<file path="src/hdl/bra_pkg.sv">
// Package for the resource allocator: sizes, codes and request/result types.
// No dependencies.
package bra_pkg;
  localparam int NumKinds   = 4;
  localparam int NumClients = 16;
  localparam int KindW      = $clog2(NumKinds);
  localparam int SlotW      = $clog2(NumClients);
  localparam int CntW       = $clog2(NumClients + 1);
  localparam int CfgRegs    = 5;
  localparam int CfgIdxW    = 3;
  localparam int CfgDataW   = 16;
  localparam int UnitW      = 16;
  localparam int AmtW       = 17;
  localparam int WorkW      = UnitW + CntW;

  localparam logic [CfgIdxW-1:0] CfgResCount = 3'd0;

  typedef enum logic [1:0] {
    ActInit    = 2'd0,
    ActRequest = 2'd1,
    ActClose   = 2'd2,
    ActEnd     = 2'd3
  } action_e;

  typedef enum logic [3:0] {
    StAck       = 4'd0,
    StWait      = 4'd1,
    StUnconfig  = 4'd2,
    StDuplicate = 4'd3,
    StClaimBig  = 4'd4,
    StUnknown   = 4'd5,
    StClosed    = 4'd6,
    StOverNeed  = 4'd7,
    StOverRel   = 4'd8,
    StOpen      = 4'd9,
    StFull      = 4'd10
  } status_e;

  typedef struct packed {
    logic [1:0]                        action;
    logic [7:0]                        tag;
    logic signed [NumKinds-1:0][AmtW-1:0] amount;
  } req_t;

  typedef struct packed {
    logic [3:0] status;
  } rsp_t;

  function automatic logic [UnitW-1:0] clamp_units(input logic signed [AmtW+1:0] v);
    logic [UnitW-1:0] r;
    begin
      if (v < 0) r = '0;
      else if (v > $signed({2'b00, {AmtW{1'b0}}} | (AmtW+2)'(65535))) r = '1;
      else r = v[UnitW-1:0];
      return r;
    end
  endfunction
endpackage

</file>
<file path="src/hdl/bra_stream_if.sv">
// Valid/ready channel carrying one payload type.
// Uses bra_pkg types through the parameterless payload.
interface bra_req_if import bra_pkg::*; ();
  logic valid;
  logic ready;
  req_t data;
  modport source (output valid, output data, input ready);
  modport sink (input valid, input data, output ready);
endinterface

interface bra_rsp_if import bra_pkg::*; ();
  logic valid;
  logic ready;
  rsp_t data;
  modport source (output valid, output data, input ready);
  modport sink (input valid, input data, output ready);
endinterface

</file>
<file path="src/hdl/banker_resource_allocator.sv">
// Top level of the banker's-algorithm resource allocator.
// Depends on bra_pkg, bra_stream_if and bra_table.
//
// One request is handled at a time. Each request scans the client table one
// slot per cycle through a single table read port: a lookup pass over the
// table (N is the number of table slots), then for a grant a safety check
// of up to N passes over the table, and a rollback write when unsafe. The
// input is not ready from an accepted request until its result is
// registered. The result sits in its own register, so a stalled result does
// not stop the next request from being taken and worked on; only that
// request's result then waits until the stalled one is taken.
// Alloc of a slot is written to zero on init, so no clearing pass is needed.
module banker_resource_allocator import bra_pkg::*; (
  input  logic                 clk_i,
  input  logic                 rst_ni,
  input  logic                 cfg_we_i,
  input  logic [CfgIdxW-1:0]   cfg_idx_i,
  input  logic [CfgDataW-1:0]  cfg_data_i,
  bra_req_if.sink              req,
  bra_rsp_if.source            rsp
);
  typedef enum logic [3:0] {
    SIdle, SLook, SLookEnd, SDecide, SSafe, SSafeEnd, SRoll, SResp
  } state_e;

  state_e                          state_q;
  logic [2:0]                      rescnt_q;
  logic [NumKinds-1:0][UnitW-1:0]  avail_q;
  logic [NumClients-1:0]           valid_q, closed_q;
  logic [7:0]                      tag_q [NumClients];
  logic [CntW-1:0]                 reg_cnt_q, closed_cnt_q;
  req_t                            r_q;
  logic [SlotW:0]                  cnt_q;
  logic                            hit_q;
  logic [SlotW-1:0]                slot_q;
  logic [NumKinds-1:0][UnitW-1:0]  s_alloc_q, s_need_q;
  logic [NumKinds-1:0][WorkW-1:0]  work_q;
  logic [NumClients-1:0]           done_q;
  logic                            prog_q;
  logic [3:0]                      status_q;
  logic [3:0]                      rsp_status_q;
  logic                            rvalid_q;

  logic [NumKinds-1:0][UnitW-1:0]  rd_alloc, rd_need;
  logic                            wr_en;
  logic [SlotW-1:0]                wr_slot;
  logic [NumKinds-1:0][UnitW-1:0]  wr_alloc, wr_need;
  logic [SlotW-1:0]                rd_slot;
  logic [NumKinds-1:0]             kmask;
  logic [SlotW-1:0]                prev;
  logic                            prev_ok;

  always_comb begin
    for (int k = 0; k < NumKinds; k++) kmask[k] = (3'(k) < rescnt_q);
  end

  assign rd_slot = cnt_q[SlotW-1:0];
  assign prev    = SlotW'(cnt_q - 1'b1);
  assign prev_ok = (cnt_q != '0);

  bra_table u_table (
    .clk_i, .rd_slot_i(rd_slot), .rd_alloc_o(rd_alloc), .rd_need_o(rd_need),
    .wr_en_i(wr_en), .wr_slot_i(wr_slot), .wr_alloc_i(wr_alloc), .wr_need_i(wr_need)
  );

  // apply/rollback of the looked-up slot
  logic [NumKinds-1:0][UnitW-1:0] ap_alloc, ap_need, rb_alloc, rb_need;
  logic [NumKinds-1:0][UnitW-1:0] ap_avail, rb_avail;
  always_comb begin
    for (int k = 0; k < NumKinds; k++) begin
      logic signed [AmtW+1:0] a;
      a = (AmtW+2)'($signed(r_q.amount[k]));
      if (kmask[k]) begin
        ap_avail[k] = clamp_units($signed({2'b0, avail_q[k]}) - a);
        ap_alloc[k] = clamp_units($signed({2'b0, s_alloc_q[k]}) + a);
        ap_need[k]  = clamp_units($signed({2'b0, s_need_q[k]}) - a);
        rb_avail[k] = clamp_units($signed({2'b0, avail_q[k]}) + a);
        rb_alloc[k] = clamp_units($signed({2'b0, s_alloc_q[k]}) - a);
        rb_need[k]  = clamp_units($signed({2'b0, s_need_q[k]}) + a);
      end else begin
        ap_avail[k] = avail_q[k]; rb_avail[k] = avail_q[k];
        ap_alloc[k] = s_alloc_q[k]; rb_alloc[k] = s_alloc_q[k];
        ap_need[k]  = s_need_q[k]; rb_need[k]  = s_need_q[k];
      end
    end
  end

  // decision logic
  logic free_any;
  logic [SlotW-1:0] free_slot;
  always_comb begin
    free_any = 1'b0; free_slot = '0;
    for (int i = NumClients-1; i >= 0; i--)
      if (!valid_q[i]) begin free_any = 1'b1; free_slot = SlotW'(i); end
  end

  logic cfg_any, claim_bad, over_need, over_rel, over_av, holds;
  always_comb begin
    cfg_any = 1'b0; claim_bad = 1'b0; over_need = 1'b0;
    over_rel = 1'b0; over_av = 1'b0; holds = 1'b0;
    for (int k = 0; k < NumKinds; k++) begin
      logic signed [AmtW+1:0] a;
      a = (AmtW+2)'($signed(r_q.amount[k]));
      if (kmask[k]) begin
        if (avail_q[k] != '0) cfg_any = 1'b1;
        if (a < 0 || a > $signed({2'b0, avail_q[k]})) claim_bad = 1'b1;
        if (a > $signed({2'b0, s_need_q[k]})) over_need = 1'b1;
        if (a + $signed({2'b0, s_alloc_q[k]}) < 0) over_rel = 1'b1;
        if (a > $signed({2'b0, avail_q[k]})) over_av = 1'b1;
        if (s_alloc_q[k] != '0) holds = 1'b1;
      end
    end
  end

  // safety check: entry read last cycle
  logic fits;
  always_comb begin
    fits = 1'b1;
    for (int k = 0; k < NumKinds; k++)
      if (kmask[k] && WorkW'(rd_need[k]) > work_q[k]) fits = 1'b0;
  end

  always_comb begin
    wr_en = 1'b0; wr_slot = slot_q; wr_alloc = ap_alloc; wr_need = ap_need;
    if (state_q == SDecide) begin
      if (r_q.action == ActInit) begin
        wr_slot = free_slot;
        for (int k = 0; k < NumKinds; k++) begin
          wr_alloc[k] = '0;
          wr_need[k]  = kmask[k] ? r_q.amount[k][UnitW-1:0] : '0;
        end
        wr_en = cfg_any && !hit_q && !claim_bad && free_any;
      end else if (r_q.action == ActRequest) begin
        wr_en = hit_q && !closed_q[slot_q] && !over_need && !over_rel && !over_av;
      end
    end else if (state_q == SRoll) begin
      wr_en = 1'b1; wr_alloc = rb_alloc; wr_need = rb_need;
    end
  end

  assign req.ready = (state_q == SIdle);
  assign rsp.valid = rvalid_q;
  assign rsp.data.status = rsp_status_q;

  always_ff @(posedge clk_i or negedge rst_ni) begin
    if (!rst_ni) begin
      state_q <= SIdle; rescnt_q <= 3'd4; avail_q <= '0;
      valid_q <= '0; closed_q <= '0; reg_cnt_q <= '0; closed_cnt_q <= '0;
      rvalid_q <= 1'b0; status_q <= '0; cnt_q <= '0; hit_q <= 1'b0;
      slot_q <= '0; prog_q <= 1'b0; done_q <= '0; rsp_status_q <= '0;
    end else begin
      if (cfg_we_i) begin
        if (cfg_idx_i == CfgResCount) rescnt_q <= cfg_data_i[2:0];
        else if (cfg_idx_i < CfgIdxW'(CfgRegs) && int'(cfg_idx_i) - 1 < NumKinds)
          avail_q[KindW'(cfg_idx_i - 1'b1)] <= cfg_data_i;
      end
      if (rvalid_q && rsp.ready && state_q != SResp) rvalid_q <= 1'b0;
      unique case (state_q)
        SIdle: if (req.valid) begin
          r_q <= req.data; cnt_q <= '0; hit_q <= 1'b0;
          state_q <= SLook;
        end
        SLook, SLookEnd: begin
          if (prev_ok && valid_q[prev] && tag_q[prev] == r_q.tag) begin
            hit_q <= 1'b1; slot_q <= prev; s_alloc_q <= rd_alloc; s_need_q <= rd_need;
          end
          if (state_q == SLookEnd) state_q <= SDecide;
          else begin
            cnt_q <= cnt_q + 1'b1;
            if (cnt_q == (SlotW+1)'(NumClients-1)) state_q <= SLookEnd;
          end
        end
        SDecide: begin
          state_q <= SResp;
          unique case (r_q.action)
            ActInit: begin
              if (!cfg_any) status_q <= StUnconfig;
              else if (hit_q) status_q <= StDuplicate;
              else if (claim_bad) status_q <= StClaimBig;
              else if (!free_any) status_q <= StFull;
              else begin
                status_q <= StAck;
                valid_q[free_slot] <= 1'b1; closed_q[free_slot] <= 1'b0;
                tag_q[free_slot] <= r_q.tag; reg_cnt_q <= reg_cnt_q + 1'b1;
              end
            end
            ActRequest: begin
              if (!hit_q) status_q <= StUnknown;
              else if (closed_q[slot_q]) status_q <= StClosed;
              else if (over_need) status_q <= StOverNeed;
              else if (over_rel) status_q <= StOverRel;
              else if (over_av) status_q <= StWait;
              else begin
                avail_q <= ap_avail; s_alloc_q <= ap_alloc; s_need_q <= ap_need;
                for (int k = 0; k < NumKinds; k++)
                  work_q[k] <= WorkW'(ap_avail[k]);
                done_q <= ~valid_q | closed_q;
                cnt_q <= '0; prog_q <= 1'b0; state_q <= SSafe;
              end
            end
            ActClose: begin
              if (!hit_q) status_q <= StUnknown;
              else if (holds) status_q <= StOpen;
              else begin
                status_q <= StAck;
                if (!closed_q[slot_q]) begin
                  closed_q[slot_q] <= 1'b1; closed_cnt_q <= closed_cnt_q + 1'b1;
                end
              end
            end
            ActEnd: status_q <= (closed_cnt_q < reg_cnt_q) ? StOpen : StAck;
            default: status_q <= StAck;
          endcase
        end
        SSafe, SSafeEnd: begin
          logic take;
          take = prev_ok && !done_q[prev] && fits;
          if (take) begin
            done_q[prev] <= 1'b1; prog_q <= 1'b1;
            for (int k = 0; k < NumKinds; k++)
              if (kmask[k]) work_q[k] <= work_q[k] + WorkW'(rd_alloc[k]);
          end
          if (state_q == SSafeEnd) begin
            if (&(done_q | (take ? (NumClients'(1) << prev) : '0))) begin
              status_q <= StAck; state_q <= SResp;
            end else if (!prog_q && !take) begin
              state_q <= SRoll;
            end else begin
              cnt_q <= '0; prog_q <= 1'b0; state_q <= SSafe;
            end
          end else begin
            cnt_q <= cnt_q + 1'b1;
            if (cnt_q == (SlotW+1)'(NumClients-1)) state_q <= SSafeEnd;
          end
        end
        SRoll: begin
          avail_q <= rb_avail; status_q <= StWait; state_q <= SResp;
        end
        SResp: if (!rvalid_q || rsp.ready) begin
          rvalid_q <= 1'b1; rsp_status_q <= status_q; state_q <= SIdle;
        end
        default: state_q <= SIdle;
      endcase
    end
  end
endmodule

</file>
<file path="src/hdl/bra_table.sv">
// Client table memory: per-slot alloc and need rows, one row read per cycle.
// Depends on bra_pkg.
module bra_table import bra_pkg::*; (
  input  logic                               clk_i,
  input  logic [SlotW-1:0]                   rd_slot_i,
  output logic [NumKinds-1:0][UnitW-1:0]     rd_alloc_o,
  output logic [NumKinds-1:0][UnitW-1:0]     rd_need_o,
  input  logic                               wr_en_i,
  input  logic [SlotW-1:0]                   wr_slot_i,
  input  logic [NumKinds-1:0][UnitW-1:0]     wr_alloc_i,
  input  logic [NumKinds-1:0][UnitW-1:0]     wr_need_i
);
  logic [NumKinds-1:0][UnitW-1:0] alloc_mem [NumClients];
  logic [NumKinds-1:0][UnitW-1:0] need_mem  [NumClients];

  always_ff @(posedge clk_i) begin
    if (wr_en_i) begin
      alloc_mem[wr_slot_i] <= wr_alloc_i;
      need_mem[wr_slot_i]  <= wr_need_i;
    end
    rd_alloc_o <= alloc_mem[rd_slot_i];
    rd_need_o  <= need_mem[rd_slot_i];
  end
endmodule

</file>
<file path="src/flat_wrapper.sv">
// flat-port wrapper written by rule: the top's interface ports become plain ports
module banker_resource_allocator_flat import bra_pkg::*;
  (clk_i, rst_ni, cfg_we_i, cfg_idx_i, cfg_data_i, req_valid, req_data, req_ready, rsp_valid, rsp_data, rsp_ready);
  bra_req_if req_i ();
  bra_rsp_if rsp_i ();
  input  logic clk_i;
  input  logic rst_ni;
  input  logic cfg_we_i;
  input  logic [CfgIdxW-1:0] cfg_idx_i;
  input  logic [CfgDataW-1:0] cfg_data_i;
  input wire logic [$bits(req_i.valid)-1:0] req_valid;
  input wire logic [$bits(req_i.data)-1:0] req_data;
  output wire logic [$bits(req_i.ready)-1:0] req_ready;
  output wire logic [$bits(rsp_i.valid)-1:0] rsp_valid;
  output wire logic [$bits(rsp_i.data)-1:0] rsp_data;
  input wire logic [$bits(rsp_i.ready)-1:0] rsp_ready;
  assign req_i.valid = req_valid;
  assign req_i.data = req_data;
  assign req_ready = req_i.ready;
  assign rsp_valid = rsp_i.valid;
  assign rsp_data = rsp_i.data;
  assign rsp_i.ready = rsp_ready;
  banker_resource_allocator u_core (.clk_i(clk_i), .rst_ni(rst_ni), .cfg_we_i(cfg_we_i), .cfg_idx_i(cfg_idx_i), .cfg_data_i(cfg_data_i), .req(req_i), .rsp(rsp_i));
endmodule
</file>
<file path="config.mk">
export PLATFORM = sky130hd
export DESIGN_NAME = banker_resource_allocator_flat
export DESIGN_NICKNAME = d
export VERILOG_FILES = /design/src/hdl/bra_pkg.sv /design/src/hdl/bra_stream_if.sv /design/src/hdl/banker_resource_allocator.sv /design/src/hdl/bra_table.sv /design/src/flat_wrapper.sv
export SDC_FILE = /design/constraint.sdc
export NUM_CORES = 2
export LEC_CHECK = 0
export ABC_CLOCK_PERIOD_IN_PS = 18200
export BUFFER_PORTS_ARGS = -buffer_cell sky130_fd_sc_hd__buf_2
export CAP_MARGIN = 20
export CORE_MARGIN = 4
export CORE_UTILIZATION = 25
export DETAILED_ROUTE_END_ITERATION = 10
export GPL_ROUTABILITY_DRIVEN = 0
export PLACE_DENSITY = 0.4
export SLEW_MARGIN = 5
export SYNTH_ARGS = -nofsm -noshare
export SYNTH_HDL_FRONTEND = slang
export SYNTH_SLANG_ARGS = --single-unit
</file>
<file path="constraint.sdc">
create_clock -name clk_i -period 18.2 [get_ports clk_i]
set_clock_uncertainty 0.1 [all_clocks]
set_input_delay 3.64 -clock clk_i [delete_from_list [all_inputs] [get_ports clk_i]]
set_output_delay 3.64 -clock clk_i [all_outputs]
set_load 0.01 [all_outputs]
</file>
==> flow_summary.ini <==
[setup_path]
cp-start-kind = flip-flop
crit_arrival_ns = 9.75
critPathMaxFanout = 35
worstPathCellList = inv_1, fa_1, a211oi_1, o21bai_1, o311ai_0, a31oi_1, o41ai_1, nor2_1, ha_1, o31ai_1, nand3_1, nor4_1, nand2_1, or3_2, a31oi_1, nand2_1, nor2_4, buf_4, buf_4
criticalPathCategory = reg -> reg
critPathCaptureType = flip-flop
required_ns = 18.65
rrSetupSlack_ns = 8.90
critPathMaxStageDelay_ns = 0.85
crit_slowest_cell = o311ai_0

[timing]
worst_slack_ns = 8.90
finalSetupViolations = 0
tns_ns = 0
finalHoldViolations = 0
period_needed_ns = 9.30
fin_crit_sh_pct = 51.1
fmax_ghz = 0.108
relSlewSlack_pct = 11.1
rsz0062_at_grt = false
worstMarginPinSlew_ns = 1.33
slew_violations = 0

[global_route]
grt_pass1_wl_um = 662000
track_usage_pct = 16.9
grt.busiest_layer = met2
use_met1_pct = 23.3
met2_usage_pct = 27.1
grt_max_degree = 113
grt_util_met3_pct = 2.35
grt.overflow.total = 0
grt_pass1_vias = 86200
antenna_found_initial = 61

[logic_synthesis]
yosys.area.top_type_share_pct = 55.8
synth-seq-cells = 2742
synth_area_leaders = edfxtp_1 (56%), mux4_2 (12%), ha_1 (5.0%)
ys_warn_count = 0
synth_nets = 10000
synthCells = 9381
ys.flop_type = edfxtp_1
synth_area_per_cell_um2 = 14.2
synthArstFlopShare_pct = 5.40
ys_seq_area_share_pct = 60.5
synth_edf_count = 2466
synth_area_leader_cell = edfxtp_1
ys_types = 109
synth_area_um2 = 133000

[cts]
clock_path_buffers = 4
clkTransAtPathRegs_ns = 0.06
clock_sinks = 2742
cts_inserted_buffers = 316
cts_setup_buffers = 0
cts_tree = built
root_buffer = clkbuf_16
clk_latency_ns = 0.97
cts_resized = 0
ctsHoldBuffers = 0
cts_max_level = 5

[power_and_ir_drop]
vdd_drop_max_mv = 0.0926
power_w = 0.0223
powerDensity_nw_per_um2 = 146
p_leak_nw = 51.8

[finish]
syn_to_final_growth_pct = 15.4
nets = 10300
drive_above_1_share_pct = 17.6
stdcell_count = 16900
nFillCells = 53200

[drt]
ant_nets = 0
post_drt_wl_per_cell_um = 28.0
vias = 85400
dr.pass1.iters = 9
first_iter_violations = 7965
routed_wl_um = 472000
vias_per_cell = 5.07
remaining_drc_errors = 0

[placement]
dp_slack_ns = 8.98
dp_hpwl_um = 318000
placed_cells = 16300
portBuffers = 107

[die]
design.die.area_um2 = 543000
core_um2 = 529000
rows = 267
initial_core_util_pct = 25.1
die_y_um = 737
fp.dieW_um = 737
io_pins = 108

[run]
drv_cap = 0

[run_status]
status = completed

[worst_hold_path]
hold_class = reg -> reg
registers in the layout (all words and copies together), names as in the netlist, 4 cells and up:
name and cells:
u_core.valid_q 16, u_core.s_need_q 64, u_core.slot_q 4, u_core.closed_q 16, u_core.closed_cnt_q 5, u_core.cnt_q 5
u_core.tag_q 128, u_core.rsp.data 4, u_core.u_table.alloc_mem 1024, u_core.done_q 16, u_core.reg_cnt_q 5, u_core.u_table.rd_alloc_o 64
u_core.status_q 4, u_core.u_table.rd_need_o 64, u_core.u_table.need_mem 1024, u_core.avail_q 64, u_core.s_alloc_q 64, u_core.r_q 78
u_core.work_q 84
routing by layer:
metal	part of all wire [%]	wire (µm)
met5	0.0015	7
met4	3.7	17500
met3	5.6	26200
met2	46	218000
met1	45	211000
stage by stage:
stage                     utilization (%)  hold slack, ns  instance area, µm²
after global placement               27.0           0.366              143000
after detailed placement             27.0           0.365              143000
after global routing                 29.0           0.412              153000
final                                29.0           0.378              153000
after CTS                            28.9           0.377              153000
after floorplan                         -           0.346              133000
cells by family (layout without fill, tap and decap cells):
kind of cell	count (synthesis)	count (layout)	share of synthesized area (%)
xor gates and xnor gates	365	365	2.41
buffers and inverters	870	1339	2.54
adders and majority gates	559	559	5.42
AOI/OAI and AO/OA	2132	2132	10.2
and+or+nand+nor	1974	1974	6.86
DFF	2742	2742	60.5
other	0	24	0
muxes	739	739	12.1
path summary, 6_finish.rpt:
path	from	to	cells after the start
hold / removal	u_core.reg_cnt_q[4]$_DFFE_PN0P_	u_core.reg_cnt_q[4]$_DFFE_PN0P_	1
setup reg to reg	u_core.r_q[18]$_DFFE_PP_	u_core.u_table.alloc_mem[10][25]$_DFFE_PP_	19
setup / recovery	u_core.r_q[18]$_DFFE_PP_	u_core.u_table.alloc_mem[10][25]$_DFFE_PP_	19
max in group asynchronous	rst_ni	u_core.cnt_q[0]$_DFFE_PN0P_	3
hold reg to reg	u_core.reg_cnt_q[4]$_DFFE_PN0P_	u_core.reg_cnt_q[4]$_DFFE_PN0P_	1
min in group asynchronous	rst_ni	u_core.avail_q[11]$_DFFE_PN0P_	1
power by group:
part           internal (W)  switching (W)  leakage [nW]
logic               0.00277        0.00463          21.6
clock network       0.00366        0.00269          4.99
registers           0.00804       0.000536          25.2
total                0.0145        0.00786          51.8
synth_stat cells (all sizes together), types with 29 or more instances:
master and instances:
edfxtp 2466, a21oi 713, mux4 695, nor2 623
nand2 603, ha 530, o21ai 444, clkbuf 425
inv 379, xnor2 248, dfrtp 147, nor3 131
dfxtp 128, nand3 121, xor2 117, a21o 111
a31oi 109, nor2b 94, a211oi 82, nand2b 80
o21a 79, buf 65, o21bai 64, nor4 60
a221oi 55, o31ai 49, nand4 48, o211ai 48
or3 47, a22oi 42, and3 41, or2 37
o22ai 32, o2111ai 30, and2 29
final cells by class:
type | instances | area, µm² | share of cell area (%)
Clock buffer | 428 | 8690 | 5.67
Multi-Input combinational cell | 5769 | 49600 | 32.4
Tap cell | 6994 | 8750 | 5.71
Clock inverter | 150 | 1580 | 1.03
Timing Repair Buffer | 381 | 2810 | 1.83
Sequential cell | 2742 | 80300 | 52.4
Antenna cell | 24 | 60.1 | 0.0392
Inverter | 380 | 1430 | 0.936
critical path, delay by kind of cell, from the launching register on:
| family | cells | cell delay (ns) |
|---|---|---|
| AOI/OAI and AO/OA | 7 | 2.73 |
| adders and majority gates | 2 | 0.92 |
| buffers and inverters | 3 | 1.69 |
| DFF | 1 | 0.65 |
| and+or+nand+nor | 7 | 2.58 |
placed cells by master, fill, tap and decap left out, types with 80 or more instances in the layout:
| master | count |
|---|---|
| a21o_1 | 111 |
| a21oi_1 | 703 |
| a31oi_1 | 106 |
| buf_2 | 106 |
| buf_4 | 248 |
| clkbuf_1 | 80 |
| clkbuf_16 | 320 |
| dfrtp_1 | 144 |
| dfxtp_1 | 128 |
| edfxtp_1 | 2466 |
| ha_1 | 530 |
| inv_1 | 377 |
| mux4_2 | 695 |
| nand2_1 | 600 |
| nand3_1 | 120 |
| nor2_1 | 595 |
| nor2b_1 | 94 |
| nor3_1 | 127 |
| o21ai_0 | 430 |
| xnor2_1 | 248 |
| xor2_1 | 116 |
No activity file was read; power rests on OpenSTA's default activity.
